### config.mk
export PLATFORM = sky130hd
export DESIGN_NAME = modular_exponentiation_unit
export DESIGN_NICKNAME = d
export VERILOG_FILES = /design/src/sv/mexp_pkg.sv /design/src/sv/mexp_mulmod.sv /design/src/sv/modular_exponentiation_unit.sv
export SDC_FILE = /design/constraint.sdc
export NUM_CORES = 2
export LEC_CHECK = 0
export BUFFER_PORTS_ARGS = -buffer_cell sky130_fd_sc_hd__buf_2
export CORE_ASPECT_RATIO = 0.9
export CORE_MARGIN = 1
export CORE_UTILIZATION = 50
export DETAILED_ROUTE_END_ITERATION = 8
export PLACE_DENSITY = 0.69
export SLEW_MARGIN = 5
export SYNTH_ARGS = -nofsm -noshare
export SYNTH_HDL_FRONTEND = slang
export SYNTH_HIERARCHICAL = 1
export SYNTH_SLANG_ARGS = --single-unit
### constraint.sdc
create_clock -name clock -period 10.1 [get_ports clock]
set_input_delay 1.01 -clock clock [delete_from_list [all_inputs] [get_ports clock]]
set_output_delay 1.01 -clock clock [all_outputs]
set_load 0.01 [all_outputs]
### src/sv/mexp_pkg.sv
// Shared constants and types for the modular exponentiation unit.
`timescale 1ns / 1ps
`default_nettype none
package mexp_pkg;

   // Port width of every payload and register field.
   localparam int FIELD_W = 64;

   // Operand width actually used inside the block (8 to 64).
   localparam int WIDTH = 64;

   // Width of a bit index into a WIDTH-bit operand.
   localparam int IDX_W = $clog2(WIDTH);

   typedef logic [WIDTH-1:0] operand_type;
   typedef logic [IDX_W-1:0] bit_index_type;

endpackage
`default_nettype wire

### src/sv/mexp_mulmod.sv
// Shift-add modular multiplier: one multiplier bit per cycle.
`timescale 1ns / 1ps
`default_nettype none
module mexp_mulmod (
   input  wire logic                 clock,
   input  wire logic                 reset,
   input  wire logic                 start,
   input  wire mexp_pkg::operand_type op_a,
   input  wire mexp_pkg::operand_type op_b,
   input  wire mexp_pkg::operand_type modulus,
   output logic                      done,
   output mexp_pkg::operand_type     result
);
   import mexp_pkg::*;

   logic          busy_ff, busy_in;
   logic          done_ff, done_in;
   bit_index_type cnt_ff, cnt_in;
   operand_type   acc_ff, acc_in;
   operand_type   a_ff, a_in;
   operand_type   b_ff, b_in;

   logic [WIDTH+1:0] sum;
   logic [WIDTH+1:0] sub_one;
   logic [WIDTH+1:0] sub_two;
   logic [WIDTH+1:0] mod_one;
   logic [WIDTH+1:0] mod_two;
   operand_type      step;

   // acc and a are both below the modulus, so 2*acc + a stays below 3*modulus.
   always_comb begin
      mod_one = {2'b00, modulus};
      mod_two = {1'b0, modulus, 1'b0};
      sum     = {1'b0, acc_ff, 1'b0} + (b_ff[WIDTH-1] ? {2'b00, a_ff} : '0);
      sub_one = sum - mod_one;
      sub_two = sum - mod_two;
      if (sum >= mod_two) begin
         step = sub_two[WIDTH-1:0];
      end else if (sum >= mod_one) begin
         step = sub_one[WIDTH-1:0];
      end else begin
         step = sum[WIDTH-1:0];
      end
   end

   always_comb begin
      busy_in = busy_ff;
      done_in = 1'b0;
      cnt_in  = cnt_ff;
      acc_in  = acc_ff;
      a_in    = a_ff;
      b_in    = b_ff;
      if (start) begin
         busy_in = 1'b1;
         cnt_in  = IDX_W'(WIDTH - 1);
         acc_in  = '0;
         a_in    = op_a;
         b_in    = op_b;
      end else if (busy_ff) begin
         acc_in = step;
         b_in   = {b_ff[WIDTH-2:0], 1'b0};
         if (cnt_ff == '0) begin
            busy_in = 1'b0;
            done_in = 1'b1;
         end else begin
            cnt_in = cnt_ff - IDX_W'(1);
         end
      end
   end

   always_ff @(posedge clock) begin
      if (reset) begin
         busy_ff <= 1'b0;
         done_ff <= 1'b0;
      end else begin
         busy_ff <= busy_in;
         done_ff <= done_in;
      end
      cnt_ff <= cnt_in;
      acc_ff <= acc_in;
      a_ff   <= a_in;
      b_ff   <= b_in;
   end

   assign done   = done_ff;
   assign result = acc_ff;

endmodule
`default_nettype wire

### src/sv/modular_exponentiation_unit.sv
// Modular exponentiation unit: base to the exponent modulo a configured modulus.
`timescale 1ns / 1ps
`default_nettype none
// The unit takes one item (base, exponent) at a time and returns base^exponent
// mod modulus by square-and-multiply over the exponent bits, most significant
// first. All arithmetic goes through one shift-add modular multiplier that
// handles one multiplier bit per cycle. An item with exponent zero yields 1.
// Any other item takes one pass to reduce the base, one square per exponent
// bit and one multiply per set bit. The input is stalled while an item is in
// work; a finished result sits in an output register, so the next item is
// taken while the result waits. The modulus register resets to 1, keeps only
// its low WIDTH bits, and stores 1 when those bits are written as zero.
// Write it only while the unit is idle.
module modular_exponentiation_unit (
   input  wire logic                          clock,
   input  wire logic                          reset,
   input  wire logic                          csr_valid,
   output logic                               csr_ready,
   input  wire logic [mexp_pkg::FIELD_W-1:0]  csr_modulus,
   input  wire logic                          req_valid,
   output logic                               req_stall,
   input  wire logic [mexp_pkg::FIELD_W-1:0]  req_base_value,
   input  wire logic [mexp_pkg::FIELD_W-1:0]  req_exponent,
   output logic                               rsp_valid,
   input  wire logic                          rsp_stall,
   output logic [mexp_pkg::FIELD_W-1:0]       rsp_power_result
);
   import mexp_pkg::*;

   typedef enum logic [4:0] {
      ST_IDLE   = 5'b00001,
      ST_REDUCE = 5'b00010,
      ST_SQUARE = 5'b00100,
      ST_MULT   = 5'b01000,
      ST_FINISH = 5'b10000
   } state_type;

   state_type     state_ff, state_in;
   operand_type   mod_ff;
   operand_type   base_ff, base_in;
   operand_type   exp_ff, exp_in;
   operand_type   r_ff, r_in;
   bit_index_type idx_ff, idx_in;
   logic          out_valid_ff, out_valid_in;
   logic [FIELD_W-1:0] out_data_ff, out_data_in;

   logic          mul_start;
   operand_type   mul_a;
   operand_type   mul_b;
   logic          mul_done;
   operand_type   mul_result;
   operand_type   one_mod;
   operand_type   csr_low;
   operand_type   req_exp_low;

   mexp_mulmod u_mulmod (
      .clock   (clock),
      .reset   (reset),
      .start   (mul_start),
      .op_a    (mul_a),
      .op_b    (mul_b),
      .modulus (mod_ff),
      .done    (mul_done),
      .result  (mul_result)
   );

   assign csr_ready   = 1'b1;
   assign csr_low     = csr_modulus[WIDTH-1:0];
   assign req_exp_low = req_exponent[WIDTH-1:0];
   // 1 mod m: zero only for a modulus of one.
   assign one_mod     = (mod_ff == WIDTH'(1)) ? '0 : WIDTH'(1);

   assign req_stall        = (state_ff != ST_IDLE);
   assign rsp_valid        = out_valid_ff;
   assign rsp_power_result = out_data_ff;

   always_comb begin
      state_in     = state_ff;
      base_in      = base_ff;
      exp_in       = exp_ff;
      r_in         = r_ff;
      idx_in       = idx_ff;
      out_valid_in = out_valid_ff & rsp_stall;
      out_data_in  = out_data_ff;
      mul_start    = 1'b0;
      mul_a        = r_ff;
      mul_b        = r_ff;
      case (state_ff)
         ST_IDLE: begin
            if (req_valid) begin
               exp_in = req_exp_low;
               if (req_exp_low == '0) begin
                  r_in     = WIDTH'(1);
                  state_in = ST_FINISH;
               end else begin
                  // base mod m as a Horner pass: (1 mod m) * base mod m
                  mul_start = 1'b1;
                  mul_a     = one_mod;
                  mul_b     = req_base_value[WIDTH-1:0];
                  state_in  = ST_REDUCE;
               end
            end
         end
         ST_REDUCE: begin
            if (mul_done) begin
               base_in   = mul_result;
               r_in      = one_mod;
               idx_in    = IDX_W'(WIDTH - 1);
               mul_start = 1'b1;
               mul_a     = one_mod;
               mul_b     = one_mod;
               state_in  = ST_SQUARE;
            end
         end
         ST_SQUARE: begin
            if (mul_done) begin
               r_in = mul_result;
               if (exp_ff[idx_ff]) begin
                  mul_start = 1'b1;
                  mul_a     = mul_result;
                  mul_b     = base_ff;
                  state_in  = ST_MULT;
               end else if (idx_ff == '0) begin
                  state_in = ST_FINISH;
               end else begin
                  idx_in    = idx_ff - IDX_W'(1);
                  mul_start = 1'b1;
                  mul_a     = mul_result;
                  mul_b     = mul_result;
               end
            end
         end
         ST_MULT: begin
            if (mul_done) begin
               r_in = mul_result;
               if (idx_ff == '0) begin
                  state_in = ST_FINISH;
               end else begin
                  idx_in    = idx_ff - IDX_W'(1);
                  mul_start = 1'b1;
                  mul_a     = mul_result;
                  mul_b     = mul_result;
                  state_in  = ST_SQUARE;
               end
            end
         end
         ST_FINISH: begin
            // hold until the output register is free or draining
            if (!out_valid_ff || !rsp_stall) begin
               out_valid_in = 1'b1;
               out_data_in  = FIELD_W'(r_ff);
               state_in     = ST_IDLE;
            end
         end
         default: begin
            state_in = ST_IDLE;
         end
      endcase
   end

   always_ff @(posedge clock) begin
      if (reset) begin
         state_ff     <= ST_IDLE;
         out_valid_ff <= 1'b0;
         mod_ff       <= WIDTH'(1);
      end else begin
         state_ff     <= state_in;
         out_valid_ff <= out_valid_in;
         if (csr_valid && csr_ready) begin
            mod_ff <= (csr_low == '0) ? WIDTH'(1) : csr_low;
         end
      end
      base_ff     <= base_in;
      exp_ff      <= exp_in;
      r_ff        <= r_in;
      idx_ff      <= idx_in;
      out_data_ff <= out_data_in;
   end

endmodule
`default_nettype wire
==> results.ini <==
[timing]
finalMaxSlewViolations = 0
fin_crit_sh_pct = 76.47
hold_viol = 0
setup_slack_ns = 2.376
hold_slack_ns = 0.5101
rsz0062_at_grt = no
setup_viol = 0
fmax_mhz = 129.5
period_needed_ns = 7.724
worstMarginPinSlew_ns = 1.127
setup_tns_ns = 0
relSlewSlack_pct = 24.58
fin_skew_ns = 0.01737

[critical_path]
crit_buf_inv = 3
cp.arrival_ns = 8.23
end_kind = register
critical_path_depth = 28
cp_top_family = compound AO/OA/AOI/OAI gates
critPathKind = register to register
reg2regPathDepth = 28
crit_end = u_mulmod/result[51]$_SDFFE_PP0P_
cp-startpoint = u_mulmod/b_ff[63]$_DFFE_PP_
r2r_slack_ns = 2.38
r2r-start = u_mulmod/b_ff[63]$_DFFE_PP_
start_kind = register
worstReg2RegEnd = u_mulmod/result[51]$_SDFFE_PP0P_
cp_max_fo = 64
cpMaxStageDelayCell = nor2_1
path_common_cell = a21o_1
slowest_delay_ns = 0.87
required_ns = 10.61

[clocking]
hold_buffers = 0
post_cts_buffers = 0
cts_buffers = 54
cts-root-buf = clkbuf_16
cts.sink_count = 532
path_clk_slew_ns = 0.06
cts_tree = built
htreeDepth = 2
cts_buffer_depth = 3
worstSkewPairLatency_ns = 0.63
post_cts_resized = 0

[power_and_ir_drop]
finalPower_w = 0.01381
cellLeakagePower_nw = 15.20
power.switching_w = 0.006574
combPwrFrac_pct = 60.5
p_sw_share_pct = 47.62
irDropWorstVdd_mv = 0.2782
power_per_cell_area_nw_per_um2 = 366.4
p_int_w = 0.007233
seqPwrFrac_pct = 25.0
clock_power_share_pct = 14.5

[yosys]
syn-mean-instance-area_sq_um = 10.28
yosysWarnings = 6
seq_area_frac_synth_pct = 42.45
syn-num-nets = 3730
synth-edff-count = 390
ys_types = 104
synthFlopType = edfxtp_1
synth-seq-cells = 532
async_flop_share_pct = 0
syn_area_sq_um = 34290
synthCells = 3336

[grt]
grt_max_degree = 77
antenna_found_initial = 1
grt_usage_pct = 29.13
grt_pass1_wl_mm = 157.2
grt.overflow.total = 0
first_global_vias = 25340

[flow_run]
drv_cap = 0

[layout]
area_growth_pct = 9.904
drive_above_1_share_pct = 14.50
fin_util_pct = 55.87
final_nets = 3872

[run_status]
outcome = completed

[floorplanning]
core_sq_um = 67450
die_w_microns = 278.0
initial_utilization_pct = 50.83
row_count = 90
die_h_microns = 250.4
pin_count = 264
dieArea_sq_um = 69630

[routing]
drtIter0Drc = 3492
drc = 0
first_pass_iters = 6
wl_per_cell_microns = 23.57
drt_wl_total_mm = 103.7
routed_via_density = 6.429
ant_nets = 0
num_vias = 28280

[worst_hold_path]
hold_class = register to register

[placed_design]
hpwl_mm = 78.37
dp_slack_ns = 2.603
portBuffers = 262
routabilityCongestion = 0.9804

## worst min-delay path by stage
stage                                    startpoint                              end  slack [ns]  depth (start not counted)
floorplan           u_mulmod/cnt_ff[5]$_SDFFE_PP1P_  u_mulmod/cnt_ff[5]$_SDFFE_PP1P_        0.47                          2
global placement    u_mulmod/cnt_ff[5]$_SDFFE_PP1P_  u_mulmod/cnt_ff[5]$_SDFFE_PP1P_        0.49                          2
detailed placement  u_mulmod/cnt_ff[5]$_SDFFE_PP1P_  u_mulmod/cnt_ff[5]$_SDFFE_PP1P_        0.49                          2
CTS                 u_mulmod/cnt_ff[5]$_SDFFE_PP1P_  u_mulmod/cnt_ff[5]$_SDFFE_PP1P_        0.51                          2
global route        u_mulmod/cnt_ff[5]$_SDFFE_PP1P_  u_mulmod/cnt_ff[5]$_SDFFE_PP1P_        0.53                          2
finish              u_mulmod/cnt_ff[5]$_SDFFE_PP1P_  u_mulmod/cnt_ff[5]$_SDFFE_PP1P_        0.51                          2
## through the flow
| step | instance area [sq um] | std cells |
|---|---|---|
| 2_1_floorplan | 34290 | 3336 |
| 6_report | 37680 | 4399 |
| 3_3_place_gp | 35920 | 4296 |
| 4_1_cts | 37680 | 4397 |
| 3_5_place_dp | 35920 | 4296 |
| 5_1_grt | 37680 | 4397 |
## cell families after synthesis
kind of cell             synth area share [%]
multiplexers                            5.638
AO/OA/AOI/OAI                           23.18
other                                 0.01094
adder cells (fa/ha/maj)                 7.254
flip-flops                              42.45
AND/OR/NAND/NOR                         12.21
XOR/XNOR                                4.824
buffers and inverters                   4.434
## state kept, by name, indices dropped and copies added, names as in the netlist
signal and count:
u_mulmod/cnt_ff 6, r_ff 64, mod_ff 64, rsp_valid 1
exp_ff 64, rsp_power_result 64, u_mulmod/busy_ff 1, u_mulmod/result 64
base_ff 64, idx_ff 6, u_mulmod/a_ff 64, u_mulmod/b_ff 64
state_ff 5, u_mulmod/done 1
## routing by layer
| layer | routed length (microns) | global-route usage [%] | share of wire [%] | vias to the layer above |
|---|---|---|---|---|
| met3 | 10090 | 4.776 | 9.7 | 74 |
| met4 | 1713 | 5.935 | 1.7 | 0 |
| met1 | 52380 | 49.36 | 51 | 13610 |
| met5 | 0 | 0 | 0 | - |
| li1 | - | - | - | 13180 |
| met2 | 39500 | 37.36 | 38 | 1415 |
## worst register-to-register path, delay by kind of cell (launching register included)
family / cells / cell delay, ns
compound gates: 14 / 3.32
xor+xnor: 1 / 0.46
fa+ha+maj: 3 / 1.03
buf+inv: 3 / 0.68
flops: 1 / 0.32
simple gates: 7 / 1.78
## power by group through the flow
| stage | Combinational (W) | Clock [W] | Sequential, W |
|---|---|---|---|
| after floorplan | 0.00608 | 0 | 0.00329 |
| after global placement | 0.00808 | 0 | 0.00347 |
| after detailed placement | 0.00803 | 0 | 0.00346 |
| after CTS | 0.00808 | 0.00204 | 0.00344 |
| after global routing | 0.00895 | 0.00212 | 0.00350 |
| final | 0.00835 | 0.00201 | 0.00345 |
## placed cells by master, fill, tap and decap left out, drive strengths merged, types with 12 or more instances in the layout
cell and count:
a32o 63, a21o 122, mux2 65, mux2i 108, and3 24, a21oi 248
xnor2 111, a22o 134, a22oi 21, dfxtp 142, nor3 50, nor2 237
edfxtp 390, nand2b 21, o21a 20, nor2b 16, a31oi 33, buf 290
a221o 83, clkinv 24, clkbuf 64, a211oi 34, a211o 12, nand2 197
nand3 61, o211ai 20, o21bai 29, ha 194, o31ai 14, nand4 60
and2 73, xor2 77, inv 123, o21ai 146, nor4 66
## final cells by class
cell class	instances	area (sq um)
Timing Repair Buffer	290	1524
Tap cell	874	1094
Inverter	121	461.7
Clock inverter	37	312.8
Multi-Input combinational cell	2479	18280
Fill cell	5927	29770
Clock buffer	64	1450
Antenna cell	2	5.005
Sequential cell	532	14560
## Yosys cell counts (65+ instances only)
master | n | share of area [%]
edfxtp_1 | 390 | 34
inv_1 | 120 | 1.3
nand2_1 | 194 | 2.1
ha_1 | 194 | 7.1
a21oi_1 | 242 | 3.5
clkbuf_1 | 125 | 1.4
and2_1 | 71 | 1.3
xnor2_1 | 110 | 2.8
a22o_1 | 134 | 3.4
mux2i_1 | 108 | 3.2
dfxtp_1 | 142 | 8.3
nor4_1 | 65 | 1.2
xor2_1 | 77 | 2.0
nor2_1 | 236 | 2.6
a21o_1 | 122 | 2.7
o21ai_0 | 135 | 2.0
a221o_1 | 83 | 2.4
No activity file was read; power rests on OpenSTA's default activity.
